### src/sv/cc20_pkg.sv
// ----------------------------------------------------------------------------
// cc20_pkg
// Shared types, constants and helpers for the ChaCha20 stream cipher unit.
// ----------------------------------------------------------------------------
package cc20_pkg;

    localparam int CFG_IDX_W  = 3;
    localparam int CFG_DATA_W = 64;

    typedef enum logic [CFG_IDX_W-1:0] {
        REG_KEY_0_7     = 3'd0,
        REG_KEY_8_15    = 3'd1,
        REG_KEY_16_23   = 3'd2,
        REG_KEY_24_31   = 3'd3,
        REG_NONCE_0_7   = 3'd4,
        REG_NONCE_8_11  = 3'd5,
        REG_START_CNT   = 3'd6,
        REG_DERIVE      = 3'd7
    } t_cfg_reg;

    localparam logic [31:0] SIGMA_0 = 32'h6170_7865;
    localparam logic [31:0] SIGMA_1 = 32'h3320_646E;
    localparam logic [31:0] SIGMA_2 = 32'h7962_2D32;
    localparam logic [31:0] SIGMA_3 = 32'h6B20_6574;

    localparam int unsigned NONCE_STEP    = 32'h5A;
    localparam int          DOUBLE_ROUNDS = 10;
    localparam int          QR_STEPS      = 4;
    localparam int          ROUND_STEPS   = DOUBLE_ROUNDS * 2 * QR_STEPS;
    localparam int          ROUND_CNT_W   = $clog2(ROUND_STEPS);

    typedef struct packed {
        logic [7:0] data_in;
        logic       end_of_message;
    } t_in_word;

    typedef struct packed {
        logic [7:0] data_out;
        logic       last_out;
    } t_out_word;

    typedef struct packed {
        logic       accept;
        logic       init;
        logic       round;
        logic [1:0] step;
        logic       diag;
        logic       fin;
        logic       emit;
    } t_dp_cmd;

    typedef struct packed {
        logic need_block;
        logic out_busy;
    } t_dp_status;

    function automatic logic [7:0] nonce_pad(input int unsigned idx);
        logic [31:0] prod;
        prod = idx * NONCE_STEP;
        return prod[7:0];
    endfunction

endpackage

### src/sv/cc20_ctrl.sv
// ----------------------------------------------------------------------------
// cc20_ctrl
// Sequencer: accepts a word, runs block generation when needed, emits result.
// ----------------------------------------------------------------------------
module cc20_ctrl (
    input  logic                  i_clk,
    input  logic                  i_rst_n,
    input  logic                  i_in_valid,
    input  cc20_pkg::t_dp_status  i_status,
    output logic                  o_in_ready,
    output cc20_pkg::t_dp_cmd     o_cmd
);
    import cc20_pkg::*;

    typedef enum logic [2:0] {
        S_IDLE,
        S_INIT,
        S_ROUND,
        S_FINAL,
        S_EMIT
    } t_state;

    t_state                 r_state, n_state;
    logic [ROUND_CNT_W-1:0] r_cnt, n_cnt;
    logic                   accept;

    assign o_in_ready = (r_state == S_IDLE) && !i_status.out_busy;
    assign accept     = o_in_ready && i_in_valid;

    always_comb begin
        n_state = r_state;
        n_cnt   = r_cnt;
        case (r_state)
            S_IDLE: begin
                if (accept) begin
                    n_state = i_status.need_block ? S_INIT : S_EMIT;
                end
            end
            S_INIT: begin
                n_cnt   = '0;
                n_state = S_ROUND;
            end
            S_ROUND: begin
                n_cnt = r_cnt + 1'b1;
                if (r_cnt == ROUND_CNT_W'(ROUND_STEPS - 1)) begin
                    n_state = S_FINAL;
                end
            end
            S_FINAL: n_state = S_EMIT;
            S_EMIT:  n_state = S_IDLE;
            default: n_state = S_IDLE;
        endcase
    end

    always_comb begin
        o_cmd        = '0;
        o_cmd.accept = accept;
        o_cmd.init   = (r_state == S_INIT);
        o_cmd.round  = (r_state == S_ROUND);
        o_cmd.step   = r_cnt[1:0];
        o_cmd.diag   = r_cnt[2];
        o_cmd.fin    = (r_state == S_FINAL);
        o_cmd.emit   = (r_state == S_EMIT);
    end

    always_ff @(posedge i_clk) begin
        if (!i_rst_n) begin
            r_state <= S_IDLE;
            r_cnt   <= '0;
        end else begin
            r_state <= n_state;
            r_cnt   <= n_cnt;
        end
    end

endmodule

### config.mk
export PLATFORM = sky130hd
export DESIGN_NAME = cc20_ctrl
export DESIGN_NICKNAME = d
export VERILOG_FILES = /design/src/sv/cc20_pkg.sv /design/src/sv/cc20_ctrl.sv
export SDC_FILE = /design/constraint.sdc
export NUM_CORES = 1
export LEC_CHECK = 0
export CORE_AREA = 2 2 39 41
export CTS_CLUSTER_DIAMETER = 200
export DETAILED_ROUTE_END_ITERATION = 8
export DIE_AREA = 0 0 41 43
export DONT_BUFFER_PORTS = 1
export GPL_TIMING_DRIVEN = 0
export PLACE_DENSITY = 0.72
export SKIP_CTS_REPAIR_TIMING = 1
export SKIP_LAST_GASP = 1
export SYNTH_ARGS = -nofsm -noshare
export SYNTH_HDL_FRONTEND = slang
export SYNTH_SLANG_ARGS = --single-unit
export TNS_END_PERCENT = 5
### constraint.sdc
create_clock -name i_clk -period 2.1 [get_ports i_clk]
set_clock_uncertainty 0.1 [all_clocks]
set_input_delay 0.63 -clock i_clk [delete_from_list [all_inputs] [get_ports i_clk]]
set_output_delay 0.63 -clock i_clk [all_outputs]
set_load 0.005 [all_outputs]
==> out/metrics.yaml, run 1 <==
setup_path:
  max_stage_delay_ns: 0.53
  worstPathArrival_ns: 1.37
  crit_required_ns: 1.37
  crit_type: "flop to output port"
  cpMaxStageDelayCell: "or3b_2"
  crit_path_start_kind: "flop"
  end_kind: "output port"
  path_cells: "or3b_2 -> inv_1"
  path_max_fanout: 8
  critPathTopFamily: "simple AND/OR/NAND/NOR gates"
  worst-path-buf-inv: 1
synth:
  synth_top_area_share_pct: 31.7
  yosysTopAreaCell: "dfxtp_1"
  postSynthAreaPerCell_um2: 8.10
  synth-edff-count: 0
  ys.flop_type: "dfxtp_1"
  synth_seq_cells: 10
  syn_area_um2: 632
  synthMostInstantiatedCell: "dfxtp_1"
  yosysSeqAreaShare_pct: 31.7
  yosysWarnings: 0
  synth_commonest_cells: "dfxtp_1 (10), a21oi_1 (8), buf_4 (5), nand2b_1 (5), inv_1 (4)"
  syn_nets: 84
  synth_cells: 78
  synthTopCellsByArea: "dfxtp_1 (32%), a21oi_1 (6.3%), buf_4 (5.9%)"
  yosysUniqueCellTypes: 36
  async_flop_share_pct: 0
layout:
  area_delta_synth_final_pct: 9.31
  n_antenna_cell: 0
  postLayoutCoreUtil_pct: 49.9
  drive_above_1_share_pct: 15.9
  fin_nets: 89
outcome:
  run_status: "finished clean"
global_routing:
  grt_pass1_vias: 507
  grt_pass1_wl_mm: 2.19
  antenna_found_initial: 0
  grt_max_degree: 11
  grt_usage_pct: 18.5
  globalRouteOverflowTotal: 0
floorplan:
  placementRows: 14
  die_area_mm2: 0.00176
  core_area_mm2: 0.00138
  ios: 14
  fp.dieH_um: 43
  start_util_pct: 45.7
  die_w_um: 41
route:
  drtAntennaViolNets: 0
  drc: 0
  first_iter_violations: 15
  avgViaCountPerCell: 5.83
  wl_mm: 1.24
  wl_per_cell_um: 12.7
  dr_total_vias: 571
  drt-pass1-iter-count: 3
pwr:
  p_leak_nw: 0.293
  ir_drop_v: 0.000254
  p_seq_share_pct: 48.3
  sw_frac_of_total_pct: 22.8
  clkPwrFrac_pct: 42.7
  powerDensity_mw_per_mm2: 589
  p_int_uw: 314
  p_sw_uw: 92.6
  combinationalPowerShare_pct: 9.0
cts:
  clock_latency_ns: 0.27
  ctsLongestPathBuffers: 2
  cts_root_buf: "clkbuf_4"
  clock_sinks: 10
  path_clk_slew_ns: 0.07
  numCtsBuffers: 3
  cts_tree: "built"
  htreeDepth: 1
timing:
  worst_pin_slew_ns: 0.356
  setup_viol: 0
  slew_viol_final: 0
  period_share_pct: 99.8
  layout_setup_ws_ns: 0.00358
  final.min_clock_period_ns: 2.10
  maxSlewHeadroom_pct: 76.2
  rsz0062_at_grt: "yes"
  hold_viol: 0
  fmax_mhz: 477
placement:
  globalplace.congestion: 0.729
  dp_hpwl_um: 913
  portBuffers: 0
  preCtsSetupSlack_ns: 0.246
min_path:
  hold_path_class: "input port to flop"
job:
  maxCapViolCount: 0
-- layer usage --
metal  GRT usage, %  wire [µm]
met2           24.1        555
met4           8.00         23
met5              0          0
met1           25.7        592
met3           7.85         71
-- power groups by stage --
stage | Clock [mW] | Combinational [mW] | Sequential [mW]
global route | 0.191 | 0.0419 | 0.197
floorplan | 0 | 0.0307 | 0.200
global placement | 0 | 0.0358 | 0.201
detailed placement | 0 | 0.0363 | 0.201
CTS | 0.178 | 0.0363 | 0.196
finish | 0.174 | 0.0367 | 0.197
-- metrics by stage --
step / std cells / total power, mW / hold slack (ns) / setup TNS, ns / instance area [µm²]
floorplan: 78 / 0.230 / 0.353 / 0 / 632
global placement: 94 / 0.236 / 0.370 / 0 / 652
detailed placement: 94 / 0.237 / 0.377 / 0 / 652
CTS: 98 / 0.411 / 0.378 / 0 / 688
global route: 98 / 0.429 / 0.386 / -0.0603 / 691
finish: 98 / 0.407 / 0.383 / 0 / 691
-- sequential cells by signal, indices dropped and copies added (netlist names) --
signal	flops
r_state	3
r_cnt	7
-- final cells by class --
class / instances / area (µm²)
plain buffers: 8 / 51.3
clock buffers: 4 / 36.3
fillers: 135 / 693
inverters: 4 / 15.0
multi-input cells: 56 / 368
flip-flops and latches: 10 / 200
well taps: 16 / 20.0
-- cell families after synthesis --
kind of cell,share of synthesized area [%]
AND/OR/NAND/NOR,35.1
flip-flops,31.7
buffers and inverters,10.1
AO/OA/AOI/OAI,18.2
XOR/XNOR,1.39
adder cells (fa/ha/maj),1.98
multiplexers,1.58
-- worst paths after layout --
path | startpoint | endpoint | slack (ns) | cells past startpoint
setup reg to reg | r_state[1] | r_cnt[4] | 0.48 | 4
hold reg to reg | r_cnt[6] | r_cnt[6] | 0.38 | 2
setup / recovery | r_state[0] | o_cmd[6] | 0.004 | 2
hold / removal | i_rst_n | r_state[0] | 0.38 | 2
-- cells in the final DEF (no fill, tap or decap), types with 2 or more instances in the layout --
| cell | n |
|---|---|
| buf_4 | 5 |
| a21oi_1 | 8 |
| nand4_1 | 2 |
| nor2b_1 | 2 |
| dfxtp_1 | 10 |
| clkbuf_2 | 2 |
| o21ai_0 | 3 |
| clkbuf_4 | 3 |
| or3_1 | 3 |
| nor3b_1 | 2 |
| nor2_1 | 3 |
| nand3_1 | 3 |
| inv_1 | 4 |
| nor3_1 | 2 |
| nand2_1 | 2 |
| nand2b_1 | 5 |
-- worst register-to-register path, delay by kind of cell (launching register included) --
family,cells,cell delay (ns)
and+or+nand+nor,2,0.74
DFF,1,0.33
AOI/OAI and AO/OA,1,0.22
buffers and inverters,1,0.15
No activity file was read; power rests on OpenSTA's default activity.
==> inputs of run 2 (changes only) <==
--- a/config.mk
+++ b/config.mk
@@ -5,13 +5,14 @@
 export SDC_FILE = /design/constraint.sdc
 export NUM_CORES = 1
 export LEC_CHECK = 0
+export ABC_AREA = 1
 export CORE_AREA = 2 2 39 41
 export CTS_CLUSTER_DIAMETER = 200
 export DETAILED_ROUTE_END_ITERATION = 8
 export DIE_AREA = 0 0 41 43
 export DONT_BUFFER_PORTS = 1
 export GPL_TIMING_DRIVEN = 0
-export PLACE_DENSITY = 0.72
+export PLACE_DENSITY = 0.69
 export SKIP_CTS_REPAIR_TIMING = 1
 export SKIP_LAST_GASP = 1
 export SYNTH_ARGS = -nofsm -noshare
==> out/metrics.yaml, run 2 <==
setup_path:
  startpoint: "r_state[0]"
  critPathTopFamily: "simple AND/OR/NAND/NOR gates"
  r2r-start: "r_cnt[0]"
  path_max_fanout: 6  # -2
  crit_path_start_kind: "flop"
  worst-path-buf-inv: 1  # unchanged
  cpMaxStageDelayCell: "dfxtp_1"
  worstPathArrival_ns: 1.14  # -0.23 ns
  crit_required_ns: 1.37  # about the same
  crit_type: "flop to output port"
  end_kind: "output port"
  max_stage_delay_ns: 0.36  # -0.17 ns
  cp_num_cells: 4  # +2
  path_cells: "nor2_4 -> nand2_1 -> nor3_1 -> buf_4"
  reg2reg_depth: 5  # +1
floorplan:
  fp.dieH_um: 43  # unchanged
  core_area_mm2: 0.00138  # unchanged
  die_area_mm2: 0.00176  # unchanged
  start_util_pct: 42.5  # -3.2 points
  ios: 14  # unchanged
  placementRows: 14  # unchanged
  die_w_um: 41  # unchanged
pwr:
  combinationalPowerShare_pct: 35.6  # +27 points
  sw_frac_of_total_pct: 39.9  # +17 points
  clkPwrFrac_pct: 26.5  # -16 points
  p_leak_nw: 0.302  # +3.0%
  powerDensity_mw_per_mm2: 1040  # +77%
  p_sw_uw: 269  # +190%
  p_int_uw: 404  # +29%
  ir_drop_v: 0.000368  # +45%
  p_seq_share_pct: 37.9  # -10 points
min_path:
  hold_path_class: "input port to flop"
  hp-start: "i_rst_n"
  whs_path_depth: 2  # unchanged
layout:
  top_register: "r_cnt"
  drive_above_1_share_pct: 14.6  # -1.3 points
  final_cell_mix: "nand2_1 (24), nor2_1 (14), inv_1 (11), dfxtp_1 (10), nand3_1 (6)"
  reg.largest.list: "r_cnt: 7 flops, r_state: 3 flops"
  fillers: 165  # +22%
  area_delta_synth_final_pct: 9.57
  n_antenna_cell: 0  # unchanged
  layout.cells.non_filler: 112  # +14%
  fin_nets: 103  # +16%
  final_common_cell: "nand2_1"
  largest_reg_flops: 7  # unchanged
synth:
  synth_seq_cells: 10  # unchanged
  async_flop_share_pct: 0  # unchanged
  yosysSeqAreaShare_pct: 34.0  # +2.4 points
  yosysUniqueCellTypes: 18  # -50%
  synth_top_area_share_pct: 34.0  # +2.4 points
  syn_nets: 98  # +17%
  synth_cells: 92  # +18%
  yosysWarnings: 0  # unchanged
  syn_area_um2: 588  # -6.9%
  synthTopCellsByArea: "dfxtp_1 (34%), nand2_1 (15%), nor2_1 (8.9%)"
  ys.flop_type: "dfxtp_1"
  synth_commonest_cells: "nand2_1 (24), nor2_1 (14), inv_1 (11), dfxtp_1 (10), nand3_1 (6)"
  yosysTopAreaCell: "dfxtp_1"
  postSynthAreaPerCell_um2: 6.39  # -21%
  synthMostInstantiatedCell: "nand2_1"
  synth-edff-count: 0  # unchanged
cts:
  clock_sinks: 10  # unchanged
  numCtsBuffers: 3  # unchanged
  cts_tree: "built"
  path_clk_slew_ns: 0.06  # about the same
  ctsLongestPathBuffers: 2  # unchanged
  htreeDepth: 1  # unchanged
  clock_latency_ns: 0.28  # about the same
  cts_root_buf: "clkbuf_4"
timing:
  period_share_pct: 89.1  # -11 points
  setup_viol: 0  # unchanged
  maxSlewHeadroom_pct: 81.0  # +4.8 points
  holdWs_ns: 0.371  # -0.0124 ns
  slew_viol_final: 0  # unchanged
  final.setup.tns_ns: 0  # unchanged
  final.min_clock_period_ns: 1.87  # -0.225 ns
  fmax_mhz: 534  # +12%
  worst_pin_slew_ns: 0.284  # -0.0726 ns
  rsz0062_at_grt: "no"
  hold_viol: 0  # unchanged
placement:
  numPlacedInstances: 108  # +15%
  dp_hpwl_um: 906  # -0.79%
  globalplace.congestion: 0.816  # +12%
  portBuffers: 0  # unchanged
route:
  drc: 0  # unchanged
  wl_mm: 1.20  # -3.5%
  drtAntennaViolNets: 0  # unchanged
  dr_total_vias: 579  # +1.4%
  avgViaCountPerCell: 5.17  # -11%
  wl_per_cell_um: 10.7  # -16%
  first_iter_violations: 20  # +5
  drt-pass1-iter-count: 4  # +1
global_routing:
  globalRouteOverflowTotal: 0  # unchanged
  met1_usage_pct: 20.5  # -5.2 points
  grt_pass1_wl_mm: 1.97  # -9.8%
  met2_usage_pct: 23.4  # -0.63 points
  grt_max_degree: 9  # -2
  use_met3_pct: 4.19  # -3.7 points
  grt_usage_pct: 16.8  # -1.6 points
  antenna_found_initial: 0  # unchanged
  grt.busiest_layer: "met2"
  grt_pass1_vias: 483  # -4.7%
job:
  maxCapViolCount: 0  # unchanged
outcome:
  run_status: "finished clean"
==> run 2: cell count changes in the layout (fill, tap and decap cells not counted), sizes merged, moves of 2 or more <==
cell    change
nand2      +22
nor2       +12
inv         +9
nand2b      -5
nand3       +4
a21oi       -3
clkbuf      -3
o21ai       +3
or3         -3
nor2b       -2
nor3b       -2
or3b        -2
==> run 2: metrics by stage <==
stage / worst slack, ns / instance area, µm² / util (%) / power [mW]
2_1_floorplan: 0.436 / 588 / - / 0.450
3_3_place_gp: 0.427 / 608 / 43.9 / 0.493
3_5_place_dp: 0.417 / 608 / 43.9 / 0.502
4_1_cts: 0.223 / 644 / 46.6 / 0.682
5_1_grt: 0.144 / 644 / 46.6 / 0.725
6_report: 0.228 / 644 / 46.6 / 0.673
==> run 2: worst paths after layout <==
| check | to | slack (ns) |
|---|---|---|
| setup reg to reg | r_state[2] | 0.73 |
| hold reg to reg | r_cnt[1] | 0.40 |
| hold / removal | r_state[0] | 0.37 |
| setup / recovery | o_cmd[7] | 0.23 |
==> run 2: per-layer routing <==
metal	part of all wire, %	wire length [µm]	vias to the layer above
met1	45	534	258
met4	3.6	43	0
met2	45	536	21
li1	-	-	295
met5	0	0	-
met3	7.0	84	5
==> run 2: kinds of logic (layout without fill, tap and decap cells) <==
group / count (synthesis) / after routing / synth area share (%)
buffers and inverters: 17 / 21 / 13.4
AOI/OAI and AO/OA: 12 / 12 / 11.3
DFF: 10 / 10 / 34.0
and+or+nand+nor: 52 / 52 / 39.2
adders and majority gates: 1 / 1 / 2.13
==> run 2: power by group through the flow <==
stage	Clock, mW	Combinational (mW)	Sequential, mW
floorplan	0	0.197	0.253
global placement	0	0.233	0.260
detailed placement	0	0.242	0.260
CTS	0.184	0.243	0.255
global route	0.191	0.276	0.258
finish	0.179	0.240	0.255
==> run 2: final cells by class <==
class | instances | area [µm²] | area share [%]
tap | 16 | 20.0 | 3.11
sequential | 10 | 200 | 31.1
inverter | 13 | 48.8 | 7.57
clock buffer | 4 | 36.3 | 5.63
buffer | 4 | 30.0 | 4.66
multi-input combinational | 65 | 309 | 48.0
==> run 2: worst reg2reg max path, stage by stage, from the launching register on <==
cell     delay [ns]
dfxtp_1        0.44
ha_1           0.27
nand3_1        0.15
o21ai_2        0.17
nand3_1        0.08
nor2_1         0.09
